**src/rtl/core/irkp_pkg.sv**
```systemverilog
// ----------------------------------------------------------------------------
// irkp_pkg: shared types and constants for the IR key pairing engine
// Holds the item and result payload types, the item kinds, the pairing
// states, the packet codes and the controller/datapath interface structs.
// ----------------------------------------------------------------------------
`default_nettype none

package irkp_pkg;

  // Default sizes of the key and the acknowledge train.
  localparam int KEY_CHUNKS_DEF  = 8;
  localparam int ACK_REPEATS_DEF = 3;

  // Widest chunk select that the supported key sizes (up to 16 chunks) need.
  localparam int CHUNK_SEL_W = 4;

  // Fixed packet codes.
  localparam logic [15:0] START_ADDR = 16'hABCD;
  localparam logic [7:0]  START_CMD  = 8'hF0;
  localparam logic [15:0] ACK_ADDR   = 16'hDCBA;
  localparam logic [7:0]  ACK_CMD    = 8'hF1;

  // Configuration register indexes and reset values.
  localparam int CFG_INDEX_W = 4;
  localparam logic [CFG_INDEX_W-1:0] REG_RESEND_INTERVAL = 4'd0;
  localparam logic [CFG_INDEX_W-1:0] REG_MAX_RETRIES     = 4'd1;
  localparam logic [15:0] RESEND_RESET  = 16'd1200;
  localparam logic [3:0]  RETRIES_RESET = 4'd10;

  // Item kinds.
  typedef enum logic [2:0] {
    KIND_ENTER  = 3'd0,
    KIND_START  = 3'd1,
    KIND_PACKET = 3'd2,
    KIND_TICK   = 3'd3,
    KIND_LOAD   = 3'd4,
    KIND_READ   = 3'd5
  } kind_t;

  // Reported pairing states.
  typedef enum logic [2:0] {
    ST_WAITING   = 3'd0,
    ST_WAIT_ACK  = 3'd3,
    ST_RECEIVING = 3'd4,
    ST_SUCCESS   = 3'd5,
    ST_FAILED    = 3'd6
  } pair_state_t;

  // Packets that one item asks to have sent.
  typedef enum logic [1:0] {
    PLAN_NONE  = 2'd0,
    PLAN_BURST = 2'd1,
    PLAN_ACK   = 2'd2
  } plan_t;

  // Content of one result.
  typedef enum logic [1:0] {
    PKT_NONE  = 2'd0,
    PKT_START = 2'd1,
    PKT_CHUNK = 2'd2,
    PKT_ACK   = 2'd3
  } pkt_t;

  // Input item payload.
  typedef struct packed {
    logic [2:0]  kind;
    logic [15:0] ir_address;
    logic [7:0]  ir_command;
    logic [2:0]  chunk_index;
    logic [15:0] chunk_value;
  } item_t;

  // Result payload.
  typedef struct packed {
    logic        send_valid;
    logic [15:0] send_address;
    logic [7:0]  send_command;
    logic [2:0]  pair_status;
    logic        key_ready;
    logic [15:0] key_word;
    logic        last;
  } result_t;

  // Commands from the controller to the datapath.
  typedef struct packed {
    logic                   capture;
    logic                   execute;
    logic                   emit;
    pkt_t                   pkt;
    logic [CHUNK_SEL_W-1:0] chunk;
    logic                   last;
  } ctl_cmd_t;

  // Status from the datapath to the controller.
  typedef struct packed {
    plan_t plan;
    logic  out_free;
  } ctl_sts_t;

endpackage

`default_nettype wire

```
**src/rtl/core/irkp_ctrl.sv**
```systemverilog
// ----------------------------------------------------------------------------
// irkp_ctrl: sequencing controller
// Accepts one item, has the datapath execute it, then steps through the
// results it causes (one without a packet, a key burst or an acknowledge
// train), one result per free output slot.
// ----------------------------------------------------------------------------
`default_nettype none

module irkp_ctrl
  import irkp_pkg::*;
#(
  parameter int KEY_CHUNKS  = KEY_CHUNKS_DEF,
  parameter int ACK_REPEATS = ACK_REPEATS_DEF
) (
  input  wire logic     clk,
  input  wire logic     rst,
  input  wire logic     item_valid,
  output logic          item_stall,
  output ctl_cmd_t      cmd,
  input  wire ctl_sts_t sts
);

  localparam int STEP_W = $clog2(KEY_CHUNKS + ACK_REPEATS + 1);

  typedef enum logic [2:0] {
    S_IDLE = 3'b001,
    S_EXEC = 3'b010,
    S_EMIT = 3'b100
  } state_t;

  state_t            state, state_next;
  plan_t             plan;
  logic [STEP_W-1:0] step;
  logic [STEP_W-1:0] step_dec;
  logic              emit_last;
  pkt_t              emit_pkt;

  // Items are taken only between items.
  assign item_stall = (state != S_IDLE);

  // Decode the current step into the result to produce.
  assign step_dec = step - STEP_W'(1);

  always_comb begin
    emit_pkt  = PKT_NONE;
    emit_last = 1'b1;
    case (plan)
      PLAN_BURST: begin
        emit_pkt  = (step == '0) ? PKT_START : PKT_CHUNK;
        emit_last = (step == STEP_W'(KEY_CHUNKS));
      end
      PLAN_ACK: begin
        emit_pkt  = PKT_ACK;
        emit_last = (step == STEP_W'(ACK_REPEATS - 1));
      end
      default: begin
        emit_pkt  = PKT_NONE;
        emit_last = 1'b1;
      end
    endcase
  end

  // Commands to the datapath.
  always_comb begin
    cmd         = '0;
    cmd.capture = (state == S_IDLE) && item_valid;
    cmd.execute = (state == S_EXEC);
    cmd.emit    = (state == S_EMIT) && sts.out_free;
    cmd.pkt     = emit_pkt;
    cmd.chunk   = CHUNK_SEL_W'(step_dec);
    cmd.last    = emit_last;
  end

  // Next state.
  always_comb begin
    state_next = state;
    unique case (state)
      S_IDLE: begin
        if (item_valid) state_next = S_EXEC;
      end
      S_EXEC: begin
        state_next = S_EMIT;
      end
      S_EMIT: begin
        if (sts.out_free && emit_last) state_next = S_IDLE;
      end
      default: begin
        state_next = S_IDLE;
      end
    endcase
  end

  // State, plan and step counter.
  always_ff @(posedge clk) begin
    if (rst) begin
      state <= S_IDLE;
      plan  <= PLAN_NONE;
      step  <= '0;
    end else begin
      state <= state_next;
      if (state == S_EXEC) begin
        plan <= sts.plan;
        step <= '0;
      end else if (cmd.emit) begin
        step <= step + STEP_W'(1);
      end
    end
  end

endmodule

`default_nettype wire

```
**src/rtl/core/irkp_datapath.sv**
```systemverilog
// ----------------------------------------------------------------------------
// irkp_datapath: pairing state, key stores and result register
// Holds the configuration registers, the protocol state, both key stores,
// the chunk bitmap and the output register. Executes one captured item on
// command and builds each result as the controller steps through them.
// ----------------------------------------------------------------------------
`default_nettype none

module irkp_datapath
  import irkp_pkg::*;
#(
  parameter int KEY_CHUNKS  = KEY_CHUNKS_DEF
) (
  input  wire logic                   clk,
  input  wire logic                   rst,
  input  wire item_t                  item,
  input  wire logic                   cfg_valid,
  input  wire logic [CFG_INDEX_W-1:0] cfg_index,
  input  wire logic [15:0]            cfg_data,
  output logic                        result_valid,
  input  wire logic                   result_stall,
  output result_t                     result,
  input  wire ctl_cmd_t               cmd,
  output ctl_sts_t                    sts
);

  localparam int IDX_W = (KEY_CHUNKS > 1) ? $clog2(KEY_CHUNKS) : 1;

  // Configuration.
  logic [15:0] resend_interval;
  logic [3:0]  max_retries;

  // Captured item and protocol state.
  item_t               item_r;
  logic [2:0]          protocol_state;
  logic                is_initiator;
  logic [3:0]          retry_count;
  logic [15:0]         elapsed_ms;
  logic [KEY_CHUNKS-1:0] chunk_seen_map;
  logic                key_valid;
  logic [15:0]         key_word;
  logic [15:0]         local_key [KEY_CHUNKS];
  logic [15:0]         rx_key    [KEY_CHUNKS];

  // Next values from the execute step.
  logic [2:0]            protocol_state_next;
  logic                  is_initiator_next;
  logic [3:0]            retry_count_next;
  logic [15:0]           elapsed_ms_next;
  logic [KEY_CHUNKS-1:0] chunk_seen_map_next;
  logic                  key_valid_next;
  plan_t                 plan;
  logic                  load_we;
  logic                  rx_we;
  logic                  copy_en;

  logic                  idx_ok;
  logic                  cmd_ok;
  logic [IDX_W-1:0]      ld_idx;
  logic [IDX_W-1:0]      rx_idx;
  logic [IDX_W-1:0]      rd_idx;
  logic [15:0]           rd_data;
  logic                  is_start_pkt;
  logic                  is_ack_pkt;
  logic [15:0]           elapsed_inc;
  logic [KEY_CHUNKS-1:0] map_set;

  // Configuration writes.
  always_ff @(posedge clk) begin
    if (rst) begin
      resend_interval <= RESEND_RESET;
      max_retries     <= RETRIES_RESET;
    end else if (cfg_valid) begin
      if (cfg_index == REG_RESEND_INTERVAL) resend_interval <= cfg_data;
      if (cfg_index == REG_MAX_RETRIES)     max_retries     <= cfg_data[3:0];
    end
  end

  // Item capture.
  always_ff @(posedge clk) begin
    if (cmd.capture) item_r <= item;
  end

  // Field decode of the captured item.
  assign idx_ok       = (5'(item_r.chunk_index) < 5'(KEY_CHUNKS));
  assign cmd_ok       = (item_r.ir_command < 8'(KEY_CHUNKS));
  assign ld_idx       = IDX_W'(item_r.chunk_index);
  assign rx_idx       = IDX_W'(item_r.ir_command);
  assign is_start_pkt = (item_r.ir_address == START_ADDR) && (item_r.ir_command == START_CMD);
  assign is_ack_pkt   = (item_r.ir_address == ACK_ADDR) && (item_r.ir_command == ACK_CMD);
  assign elapsed_inc  = (elapsed_ms == 16'hFFFF) ? elapsed_ms : elapsed_ms + 16'd1;
  assign map_set      = chunk_seen_map | (KEY_CHUNKS'(1) << rx_idx);

  // Local key read port: item index while executing, chunk number while emitting.
  assign rd_idx  = cmd.execute ? ld_idx : IDX_W'(cmd.chunk);
  assign rd_data = local_key[rd_idx];

  // Execute step: protocol decisions for one item.
  always_comb begin
    protocol_state_next = protocol_state;
    is_initiator_next   = is_initiator;
    retry_count_next    = retry_count;
    elapsed_ms_next     = elapsed_ms;
    chunk_seen_map_next = chunk_seen_map;
    key_valid_next      = key_valid;
    plan                = PLAN_NONE;
    load_we             = 1'b0;
    rx_we               = 1'b0;
    copy_en             = 1'b0;
    case (item_r.kind)
      KIND_ENTER: begin
        protocol_state_next = ST_WAITING;
        is_initiator_next   = 1'b0;
        retry_count_next    = '0;
        key_valid_next      = 1'b0;
        chunk_seen_map_next = '0;
      end
      KIND_START: begin
        if (protocol_state == ST_WAITING || protocol_state == ST_FAILED ||
            protocol_state == ST_SUCCESS) begin
          chunk_seen_map_next = '0;
          is_initiator_next   = 1'b1;
          key_valid_next      = 1'b1;
          protocol_state_next = ST_WAIT_ACK;
          elapsed_ms_next     = '0;
          retry_count_next    = 4'd1;
          plan                = PLAN_BURST;
        end
      end
      KIND_PACKET: begin
        if (is_start_pkt && !is_initiator) begin
          chunk_seen_map_next = '0;
          protocol_state_next = ST_RECEIVING;
        end else if (is_ack_pkt && is_initiator && protocol_state == ST_WAIT_ACK) begin
          protocol_state_next = ST_SUCCESS;
        end else if (!is_initiator && protocol_state == ST_RECEIVING && cmd_ok) begin
          rx_we               = 1'b1;
          chunk_seen_map_next = map_set;
          if (map_set == {KEY_CHUNKS{1'b1}}) begin
            copy_en             = 1'b1;
            key_valid_next      = 1'b1;
            protocol_state_next = ST_SUCCESS;
            plan                = PLAN_ACK;
          end
        end
      end
      KIND_TICK: begin
        if (is_initiator && protocol_state == ST_WAIT_ACK) begin
          elapsed_ms_next = elapsed_inc;
          if (elapsed_inc >= resend_interval) begin
            if (retry_count >= max_retries) begin
              protocol_state_next = ST_FAILED;
            end else begin
              elapsed_ms_next  = '0;
              retry_count_next = retry_count + 4'd1;
              plan             = PLAN_BURST;
            end
          end
        end
      end
      KIND_LOAD: begin
        load_we = idx_ok;
      end
      default: begin
      end
    endcase
  end

  assign sts.plan     = plan;
  assign sts.out_free = !result_valid || !result_stall;

  // Protocol state registers.
  always_ff @(posedge clk) begin
    if (rst) begin
      protocol_state <= ST_WAITING;
      is_initiator   <= 1'b0;
      retry_count    <= '0;
      elapsed_ms     <= '0;
      chunk_seen_map <= '0;
      key_valid      <= 1'b0;
    end else if (cmd.execute) begin
      protocol_state <= protocol_state_next;
      is_initiator   <= is_initiator_next;
      retry_count    <= retry_count_next;
      elapsed_ms     <= elapsed_ms_next;
      chunk_seen_map <= chunk_seen_map_next;
      key_valid      <= key_valid_next;
    end
  end

  // Word returned by a read item; zero for every other item and for a read item whose index is out of range.
  always_ff @(posedge clk) begin
    if (cmd.execute) begin
      key_word <= (item_r.kind == KIND_READ && idx_ok) ? rd_data : 16'd0;
    end
  end

  // Local key store: loaded chunk by chunk, or replaced by a completed received key.
  always_ff @(posedge clk) begin
    if (rst) begin
      for (int i = 0; i < KEY_CHUNKS; i++) local_key[i] <= '0;
    end else if (cmd.execute) begin
      for (int i = 0; i < KEY_CHUNKS; i++) begin
        if (load_we && ld_idx == IDX_W'(i)) begin
          local_key[i] <= item_r.chunk_value;
        end else if (copy_en) begin
          local_key[i] <= (rx_idx == IDX_W'(i)) ? item_r.ir_address : rx_key[i];
        end
      end
    end
  end

  // Received key store. Every entry is rewritten before the bitmap fills,
  // so it needs no clearing.
  always_ff @(posedge clk) begin
    if (cmd.execute && rx_we) begin
      for (int i = 0; i < KEY_CHUNKS; i++) begin
        if (rx_idx == IDX_W'(i)) rx_key[i] <= item_r.ir_address;
      end
    end
  end

  // Output register.
  always_ff @(posedge clk) begin
    if (rst) begin
      result_valid <= 1'b0;
    end else if (cmd.emit) begin
      result_valid <= 1'b1;
    end else if (!result_stall) begin
      result_valid <= 1'b0;
    end
  end

  always_ff @(posedge clk) begin
    if (cmd.emit) begin
      result.pair_status <= protocol_state;
      result.key_ready   <= key_valid;
      result.key_word    <= key_word;
      result.last        <= cmd.last;
      case (cmd.pkt)
        PKT_START: begin
          result.send_valid   <= 1'b1;
          result.send_address <= START_ADDR;
          result.send_command <= START_CMD;
        end
        PKT_CHUNK: begin
          result.send_valid   <= 1'b1;
          result.send_address <= rd_data;
          result.send_command <= 8'(cmd.chunk);
        end
        PKT_ACK: begin
          result.send_valid   <= 1'b1;
          result.send_address <= ACK_ADDR;
          result.send_command <= ACK_CMD;
        end
        default: begin
          result.send_valid   <= 1'b0;
          result.send_address <= '0;
          result.send_command <= '0;
        end
      endcase
    end
  end

endmodule

`default_nettype wire

```
**src/rtl/core/ir_key_pairing_engine_unit.sv**
```systemverilog
// ----------------------------------------------------------------------------
// ir_key_pairing_engine_unit: IR key pairing engine, top level
// Exchanges a key of 16-bit chunks as address/command packets, as initiator
// (burst and resend) or receiver (bitmap and acknowledge).
// ----------------------------------------------------------------------------
// Usage:
// Items enter on item_valid/item_stall; a transfer happens when valid is high
// and stall is low. Each item gives one or more results on result_valid/
// result_stall, the final one flagged by last. An item that sends nothing
// gives one result; a key burst gives KEY_CHUNKS + 1 results and a completed
// reception ACK_REPEATS results.
// The item is captured and executed, and its first result is then registered
// in the output register; the following results come one per cycle while the
// receiver takes them. An item occupies the block until its last result is
// loaded; the next item is taken in the cycle after the last result is
// loaded. The step counter of the controller paces the results, one chunk
// packet read from the local key store per cycle while the receiver takes
// them. When the receiver stalls, the output register holds its result and
// the block waits. Configuration writes on cfg_valid/cfg_ready are always
// taken. Reset clears the pairing state, both configuration registers to their
// defaults and the local key to zero.
// ----------------------------------------------------------------------------
`default_nettype none

module ir_key_pairing_engine_unit
  import irkp_pkg::*;
#(
  parameter int KEY_CHUNKS  = KEY_CHUNKS_DEF,
  parameter int ACK_REPEATS = ACK_REPEATS_DEF
) (
  input  wire logic                   clk,
  input  wire logic                   rst,
  input  wire logic                   item_valid,
  output logic                        item_stall,
  input  wire item_t                  item,
  output logic                        result_valid,
  input  wire logic                   result_stall,
  output result_t                     result,
  input  wire logic                   cfg_valid,
  output logic                        cfg_ready,
  input  wire logic [CFG_INDEX_W-1:0] cfg_index,
  input  wire logic [15:0]            cfg_data
);

  ctl_cmd_t cmd;
  ctl_sts_t sts;

  // Configuration registers never hold off a write.
  assign cfg_ready = 1'b1;

  // Sequencing controller.
  irkp_ctrl #(
    .KEY_CHUNKS  (KEY_CHUNKS),
    .ACK_REPEATS (ACK_REPEATS)
  ) u_ctrl (
    .clk        (clk),
    .rst        (rst),
    .item_valid (item_valid),
    .item_stall (item_stall),
    .cmd        (cmd),
    .sts        (sts)
  );

  // Pairing state, key stores and output register.
  irkp_datapath #(
    .KEY_CHUNKS  (KEY_CHUNKS)
  ) u_datapath (
    .clk          (clk),
    .rst          (rst),
    .item         (item),
    .cfg_valid    (cfg_valid),
    .cfg_index    (cfg_index),
    .cfg_data     (cfg_data),
    .result_valid (result_valid),
    .result_stall (result_stall),
    .result       (result),
    .cmd          (cmd),
    .sts          (sts)
  );

endmodule

`default_nettype wire
```
**config.mk**
```make
export PLATFORM = sky130hd
export DESIGN_NAME = ir_key_pairing_engine_unit
export DESIGN_NICKNAME = d
export VERILOG_FILES = /design/src/rtl/core/irkp_pkg.sv /design/src/rtl/core/irkp_ctrl.sv /design/src/rtl/core/irkp_datapath.sv /design/src/rtl/core/ir_key_pairing_engine_unit.sv
export SDC_FILE = /design/constraint.sdc
export NUM_CORES = 1
export LEC_CHECK = 0
export BUFFER_PORTS_ARGS = -buffer_cell sky130_fd_sc_hd__buf_2
export CORE_MARGIN = 5
export CORE_UTILIZATION = 30
export DETAILED_ROUTE_END_ITERATION = 6
export PLACE_DENSITY = 0.46
export SKIP_LAST_GASP = 1
export SYNTH_ARGS = -nofsm -noshare
export SYNTH_HDL_FRONTEND = slang
export SYNTH_SLANG_ARGS = --single-unit
```
**constraint.sdc**
```tcl
create_clock -name clk -period 8.16 [get_ports clk]
set_clock_uncertainty 0.1 [all_clocks]
set_input_delay 0.408 -clock clk [delete_from_list [all_inputs] [get_ports clk]]
set_output_delay 0.408 -clock clk [all_outputs]
set_load 0.005 [all_outputs]
```
Yosys cells after proc, flatten, opt, wreduce, memory -nomap -nowiden
Memory sizes are Yosys's and may differ from the RTL's.
Index checks and enable logic that the tools add are counted.
W data, S select, Z words.

operators by class
  add/sub/neg operators = 4
  order comparisons = 3
  equality and inequality tests = 57
  shift operators = 1
  muxes and demuxes = 197
  bitwise logic cells = 17
  reduce and logical (&&, ||, !) cells = 54

operator list
  operator                 count
  $mux W16                 36
  $mux W1                  117
  $reduce_or A16 Y1        7
  $pmux W25 S3             1
  $mux W3                  18
  $eq A16 B16 Y1 const B   3
  $eq A3 B3 Y1 const B     14
  $mux W8                  4
  $pmux W16 S2             1
  $eq A3 B2 Y1 const B     8
  $eq A8 B8 Y1 const B     3
  $pmux W8 S3              1
  $logic_and A1 B1 Y1      20
  $add A16 B1 Y16 const B  1
  $ge A16 B16 Y1           1
  $mux W4                  4
  $or A1 B1 Y1             16
  $mux W2                  7
  $ne A2 B1 Y1 const B     7
  $eq A3 B1 Y1 const B     4
  $logic_not A3 Y1         4
  $pmux W3 S4              1
  $pmux W4 S3              1
  $ne A2 B2 Y1 const B     5
  other kinds (33)         49

storage, ports and cells
  bits in registers = 171
  memory bits (writable) = 256
  input bits = 71
  output and inout port bits = 49
  word-level logic and storage cells = 360
  memories = 2

memories
  memory                depth  width  read ports  clocked after Yosys merged registers in  write ports  line                 RTL
  u_datapath.local_key  8      16     1           0                                        8            irkp_datapath.sv:42  logic [15:0] local_key [KEY_CHUNKS];
  u_datapath.rx_key     8      16     8           0                                        1            irkp_datapath.sv:43  logic [15:0] rx_key [KEY_CHUNKS];

Longest topological paths before layout
Gate-level depths: netlist (run 1).

  depth after elaboration = 18
  mapped depth = 16
  depth with buffers taken out = 14

By module
From an unflattened synthesis (run 1), not the netlist that was laid out.

unflattened totals
  cells, all modules = 1589
  area, all modules = 19457.4 µm²

modules (own cells, without submodules)
  module                      times used  cells each  area an instance (µm²)  seq. area each (µm²)
  irkp_datapath               1           1521        18904.4                 11921.4
  irkp_ctrl                   1           66          541.8                   180.2
  ir_key_pairing_engine_unit  1           2           11.3                    0.0

Least setup slack after synthesis (run 1)
OpenSTA, ideal clock, no wires.

  path kind = register to register
  start = register u_ctrl.state[0]
  end = register u_ctrl.step[3]
  library setup time = 118 ps
  arrival = 3564 ps
  required time = 7942 ps
  slack = 4378 ps
  cell stages (with the launch flop) = 6
  buffers on the path = 0
  clock period less this slack = 3782 ps
  path through = dfxtp_1 -> or3_1 -> a21oi_1 -> nand4_1 -> xor2_1 -> nor2_1

RTL lines
  what                    line              RTL
  start, declared         irkp_ctrl.sv:31   state_t state, state_next;
  start signal, assigned  irkp_ctrl.sv:100  state <= state_next;
  end signal, assigned    irkp_ctrl.sv:105  step <= step + STEP_W'(1);
  end, declared           irkp_ctrl.sv:33   logic [STEP_W-1:0] step;

Worst setup path in the final report (run 1)
  start = register u_datapath.elapsed_ms[2]
  end = register u_datapath.elapsed_ms[6]

on the way
  longest elaborated chain between the ends = 6
  elaborated cells on any way between the ends = 8
  those cells by class = add/sub (1); order compare (1); eq/ne (1); mux (5)

RTL lines
  what                                                      line                                        RTL
  start, declared                                           irkp_datapath.sv:38                         logic [15:0] elapsed_ms;
  start signal, assigned                                    irkp_datapath.sv:185                        elapsed_ms <= elapsed_ms_next;
  $add A16 B1 Y16 / $eq A16 B16 Y1 (equally long branches)  irkp_datapath.sv:91                         assign elapsed_inc = (elapsed_ms == 16'hFFFF) ? elapsed_ms : elapsed_ms + 16'd1;
  $mux W16 (*)                                              irkp_datapath.sv:91
  $ge A16 B16 Y1 / $mux W16 (equally long branches)         irkp_datapath.sv:150, irkp_datapath.sv:151
  $mux W16 (*)                                              irkp_datapath.sv:150                        if (elapsed_inc >= resend_interval) begin
  $mux W16 (*)                                              irkp_datapath.sv:148                        if (is_initiator && protocol_state == ST_WAIT_ACK) begin
  $pmux W16 S2 (*)                                          irkp_datapath.sv:110                        case (item_r.kind)

Every way passes the cells marked *; elsewhere a longest branch is shown, timed or not. The select of a mux whose other input is x is not followed.
A chain may end at the register's enable or synchronous reset.

==> metrics.cfg, run 1 <==
[outcome]
outcome = finished, final reports clean

[place]
placed_area_mm2 = 0.0205
port_buffers = 118
place_congestion = 0.792
dp_cells = 2315
place_hpwl_um = 35200
dp_slack_ns = 3.48

[grt]
use_met2_pct = 26.6
grt_pass1_wl_um = 81800
grt_overflow = 0
use_met1_pct = 21.3
grt_busiest_layer = met2
grt.total_usage_pct = 15.9
met3_usage_pct = 3.32
grt_pass1_vias = 12500
antenna_found_initial = 0
grt_max_degree = 63

[floorplanning]
die_x_um = 261
dieArea_mm2 = 0.0680
rows = 92
io_pins = 120
initial_core_util_pct = 30.1
coreArea_mm2 = 0.0627
die_h_um = 261

[synth]
syn_inst = 1410
synth_edf_count = 361
yosys-top-cells-area = edfxtp_1, mux2i_1, dfxtp_1
syn_area_per_cell_um2 = 13.4
syn_nets = 1509
synth_cell_types = 64
synth-async-reset-ratio_pct = 0
yosysTopAreaCell = edfxtp_1
synth_most_common_cell = edfxtp_1
syn_area_mm2 = 0.0189
yosys_warnings = 0
synthFlopType = edfxtp_1
synth-seq-cells = 424
synthTopCellsByCount = edfxtp_1, mux2i_1, nand2_1
synth_top_area_share_pct = 57.4
yosysSeqAreaShare_pct = 64.1

[timing]
setup_tns_ns = 0
whs_ns = 0.0665
finalHoldViolCount = 0
slew_viol_final = 0
tightest_slew_ns = 1.31
relSlewSlack_pct = 12.4
setup_viol = 0
fmax_mhz = 215
layout_setup_ws_ns = 3.50
post-route-min-period_ns = 4.66
period_share_pct = 57.1
rsz0062_at_grt = no

[power]
p_leak_nw = 8.11
power.total_mw = 4.93
power.density_mw_per_mm2 = 217
ir_worst_vdd_mv = 0.149

[cells_and_area]
synthToLayoutAreaGrowth_pct = 20.3
fillers = 6058
multi_input_area_mm2 = 0.00626
finish.utilization_pct = 36.2
stdcell_count = 2468
regArea_mm2 = 0.0121
fin_nets = 1682
n_antenna_cell = 0
final_area_mm2 = 0.0227
drive_gt1_share_pct = 18.1

[worst_setup_path]
cp.required_ns = 8.57
crit_fanout = 14
start_kind = flip-flop
critPathCaptureType = flip-flop
crit_arrival_ns = 5.07
critPathKind = reg -> reg

[detailed_routing]
firstDrtPassIters = 5
ant_nets = 0
wirelength_um = 54900
post_drt_wl_per_cell_um = 22.2
drt_iter0_drc = 924
vias_per_cell = 4.99
route.detailed.drc = 0
vias = 12300

[clock_tree]
clk_latency_ns = 0.59
cts_root_buf = clkbuf_16
cts_sinks = 424
clk_pin_slew_ns = 0.06
clockBufferDepth = 3
cts-buffers-inserted = 50
cts_tree = done
htree_levels = 2
cts_setup_buffers = 0
cts.repair.resized = 0
postCtsHoldBufs = 62

[min_path]
hold_class = in -> reg

[flow_run]
drv_cap = 0

-- flip-flops by register name, summed over array words and instances, names as in the netlist, 8 cells and up --
| register | count |
|---|---|
| u_datapath.elapsed_ms | 16 |
| u_datapath.key_word | 16 |
| u_datapath.chunk_seen_map | 8 |
| u_datapath.result | 43 |
| u_datapath.resend_interval | 16 |
| u_datapath.local_key | 128 |
| u_datapath.item_r | 43 |
| u_datapath.rx_key | 128 |
-- cell type report --
class,count,share of cell area (%)
clock buffers,65,6.13
clock inverters,26,0.997
inverters,36,0.595
multi-input cells,848,27.6
flip-flops and latches,424,53.3
well taps,846,4.66
repair buffers,223,6.76
-- power by group --
group | internal, mW | switching [mW]
clock network | 1.32 | 0.903
registers | 2.40 | 0.0483
logic | 0.101 | 0.163
-- final timing paths --
kind / start / end / slack, ns / depth (start not counted)
max: u_datapath.elapsed_ms[2] / u_datapath.elapsed_ms[6] / 3.50 / 13
min: result_stall / u_datapath.result_valid / 0.07 / 3
max reg2reg: u_datapath.elapsed_ms[2] / u_datapath.elapsed_ms[6] / 3.50 / 13
min reg2reg: u_datapath.key_word[2] / u_datapath.result[3] / 0.31 / 0
-- worst max-delay path: stages, from the launching register on --
cell	delay (ns)
dfxtp_1	0.42
and4_1	0.30
nand3_1	0.15
a41oi_1	0.39
nand4_1	0.23
xnor2_1	0.25
ha_1	0.29
a21oi_1	0.19
nor3_1	0.07
a2111oi_0	0.69
nand2_1	0.15
a21oi_1	0.96
a31oi_1	0.20
a31oi_1	0.19
-- layout by cell type, fill, tap and decap left out, types with 8 or more instances in the layout --
cell type / synthesis / layout
a21o_1: 8 / 8
a21oi_1: 74 / 73
a22oi_1: 16 / 16
a31oi_1: 12 / 12
and2_1: 10 / 10
buf_2: 26 / 118
buf_4: 7 / 43
clkbuf_1: 49 / 10
clkbuf_16: 0 / 53
clkinv_1: 0 / 10
clkinv_2: 0 / 9
dfxtp_1: 63 / 63
dlygate4sd3_1: 0 / 62
edfxtp_1: 361 / 361
ha_1: 28 / 28
inv_1: 35 / 35
mux2i_1: 150 / 150
mux4_2: 32 / 32
nand2_1: 95 / 95
nand2b_1: 11 / 11
nand3_1: 65 / 65
nand4_1: 9 / 9
nor2_1: 81 / 79
nor3_1: 10 / 8
o21ai_0: 55 / 51
o21ai_1: 11 / 11
o22ai_1: 48 / 48
o2bb2ai_1: 34 / 34
-- cells by family after synthesis --
kind of cell	after synthesis	share of synthesized area, %
DFF	424	64.1
buffers and inverters	138	3.29
xor gates and xnor gates	13	0.603
muxes	187	12.1
adders and majority gates	28	1.86
and+or+nand+nor	335	8.69
other	1	0.0199
AOI/OAI and AO/OA	284	9.37
-- per-layer routing --
metal / vias up / wire (µm)
li1: 5746 / -
met1: 6164 / 24100
met2: 336 / 26600
met3: 80 / 3070
met4: 0 / 1180
met5: - / 0
No activity file was read; power rests on OpenSTA's default activity.
==> inputs of run 2 (changes only) <==
PLACE_DENSITY = 0.48   (was 0.46)
clock period = 3.8 ns   (was 8.16 ns; I/O delays follow)
==> run 2 against run 1 <==
Compared with the run above: fmax grew 29%; die area unchanged; sequential share of layout area shrank 1.5 points; worst setup slack got worse by 3.3 ns; clock-buffer cell count shrank 5; worst hold slack improved by 0.0086 ns; final cell count rose by 2.6%; critical path type unchanged; highest routed layer unchanged.
==> metrics.cfg, run 2 (synthesis gave the netlist of run 1 again) <==
[clock_tree]
clk_pin_slew_ns = 0.06
cts-buffers-inserted = 50
clockBufferDepth = 3
htree_levels = 2
cts_sinks = 424
cts_root_buf = clkbuf_16
clk_latency_ns = 0.59
cts_tree = done

[detailed_routing]
ant_nets = 0
vias = 12600
post_drt_wl_per_cell_um = 22.3
vias_per_cell = 4.96
wirelength_um = 56500
route.detailed.drc = 0
drt_iter0_drc = 1015
firstDrtPassIters = 5

[cells_and_area]
finish.utilization_pct = 37.3
synthToLayoutAreaGrowth_pct = 23.9
top_regs = u_datapath.local_key (128), u_datapath.rx_key (128)
n_antenna_cell = 0
fillers = 5999
multi_input_area_mm2 = 0.00632
layout_common_cells = edfxtp_1, mux2i_1, buf_2, nand2_1, buf_4
mostFrequentLayoutCell = edfxtp_1
fin_nets = 1749
drive_gt1_share_pct = 21.1
regArea_mm2 = 0.0121

[place]
place_congestion = 0.803
place_hpwl_um = 36800
dp_slack_ns = -0.246
port_buffers = 118

[floorplanning]
die_h_um = 261
coreArea_mm2 = 0.0627
io_pins = 120
dieArea_mm2 = 0.0680
initial_core_util_pct = 30.1
rows = 92
die_x_um = 261

[timing]
setup_tns_ns = 0
fmax_mhz = 277
setup_viol = 0
post-route-min-period_ns = 3.61
layout_setup_ws_ns = 0.188
finalHoldViolCount = 0
tightest_slew_ns = 0.847
relSlewSlack_pct = 43.2
period_share_pct = 95.1
slew_viol_final = 0

[min_path]
min_from = cfg_index[3]
hold_class = in -> reg
worstHoldPathCells = 5
min_to = u_datapath.max_retries[0]

[grt]
grt.total_usage_pct = 16.3
grt_max_degree = 49
grt_pass1_wl_um = 83000
antenna_found_initial = 0
grt_pass1_vias = 12400
grt_overflow = 0

[worst_setup_path]
regToRegStartpoint = u_datapath.elapsed_ms[9]
critPathKind = reg -> reg
crit_path_max_incr_delay_ns = 0.39
r2r_setup_slack_ns = 0.19
cp.depth = 14
r2r_end = u_datapath.elapsed_ms[4]
worst-path-buf-inv = 1
crit_fanout = 6
start_kind = flip-flop
critPathCaptureType = flip-flop
cp.required_ns = 4.21
crit_family = simple AND/OR/NAND/NOR gates
rr_worst_depth = 14
crit_arrival_ns = 4.02
path_cells = and4_1 -> and2_1 -> a41oi_2 -> nand4_1 -> xnor2_2 -> ha_1 -> a21oi_1 -> nor3_1 -> a2111oi_2 -> buf_4 -> nand2_1 -> a21o_4 -> or4_1 -> o21ai_0
cp_slowest_cell = or4_1

[power]
power.total_mw = 10.6
power.density_mw_per_mm2 = 451
ir_worst_vdd_mv = 0.338
p_leak_nw = 8.46

[outcome]
outcome = finished, final reports clean

[flow_run]
drv_cap = 0

[run 2: cell count changes in the layout (fill, tap and decap cells not counted), sizes merged]
cell,change
dlygate4sd3,+18
buf,+49
bufinv,+2
inv,-1
clkbuf,-5
clkinvlp,-1
clkinv,+2
[run 2: cell type report]
class                      instances  area share, %
inverter                          36          0.578
timing repair buffer             290           9.33
tap                              846           4.53
multi-input combinational        848           27.0
sequential                       424           51.8
clock buffer                      60           5.51
clock inverter                    28           1.28
[run 2: how the worst max path moves through the flow]
stage,startpoint,end,slack (ns)
after detailed placement,u_datapath.elapsed_ms[2],u_datapath.elapsed_ms[6],-0.25
after global routing,u_datapath.elapsed_ms[9],u_datapath.elapsed_ms[4],-0.01
after floorplan,u_ctrl.state[0],u_ctrl.step[3],0.02
after global placement,u_datapath.elapsed_ms[2],u_datapath.retry_count[2],-0.07
after CTS,u_datapath.elapsed_ms[2],u_datapath.elapsed_ms[8],0.06
final,u_datapath.elapsed_ms[9],u_datapath.elapsed_ms[4],0.19
[run 2: layer usage]
metal	track usage, %	wire length, µm
met4	4.33	1210
met2	26.2	26300
met3	2.82	3340
met1	22.8	25600
met5	0	0
[run 2: what timing repair did]
action / 4_1_cts / 5_1_grt
gates cloned: 0 / 0
hold endpoints to repair: 86 / 0
endpoints found under the setup margin: 24 / 23
setup buffers: 0 / 3
gates resized for setup: 3 / 16
pin swaps: 0 / 2
hold buffers: 80 / 0
[run 2: worst reg2reg max path, delay by kind of cell (launching register included)]
| family | cells | cell delay (ns) |
|---|---|---|
| xor gates and xnor gates | 1 | 0.21 |
| and+or+nand+nor | 6 | 1.21 |
| buffers and inverters | 1 | 0.19 |
| adders and majority gates | 1 | 0.32 |
| DFF | 1 | 0.35 |
| AOI/OAI and AO/OA | 5 | 1.14 |
[run 2: report_power, final]
part           switching (mW)  internal (mW)
combinational           0.368          0.239
sequential             0.0859           5.15
clock                    1.90           2.81
total                    2.36           8.20
[run 2: per-stage QoR]
stage	hold WS, ns	instance area (µm²)	std cells
2_1_floorplan	0.189	18900	1410
3_3_place_gp	0.266	20900	2361
3_5_place_dp	0.268	20900	2361
4_1_cts	0.0295	23300	2529
5_1_grt	0.116	23400	2532
6_report	0.0752	23400	2532
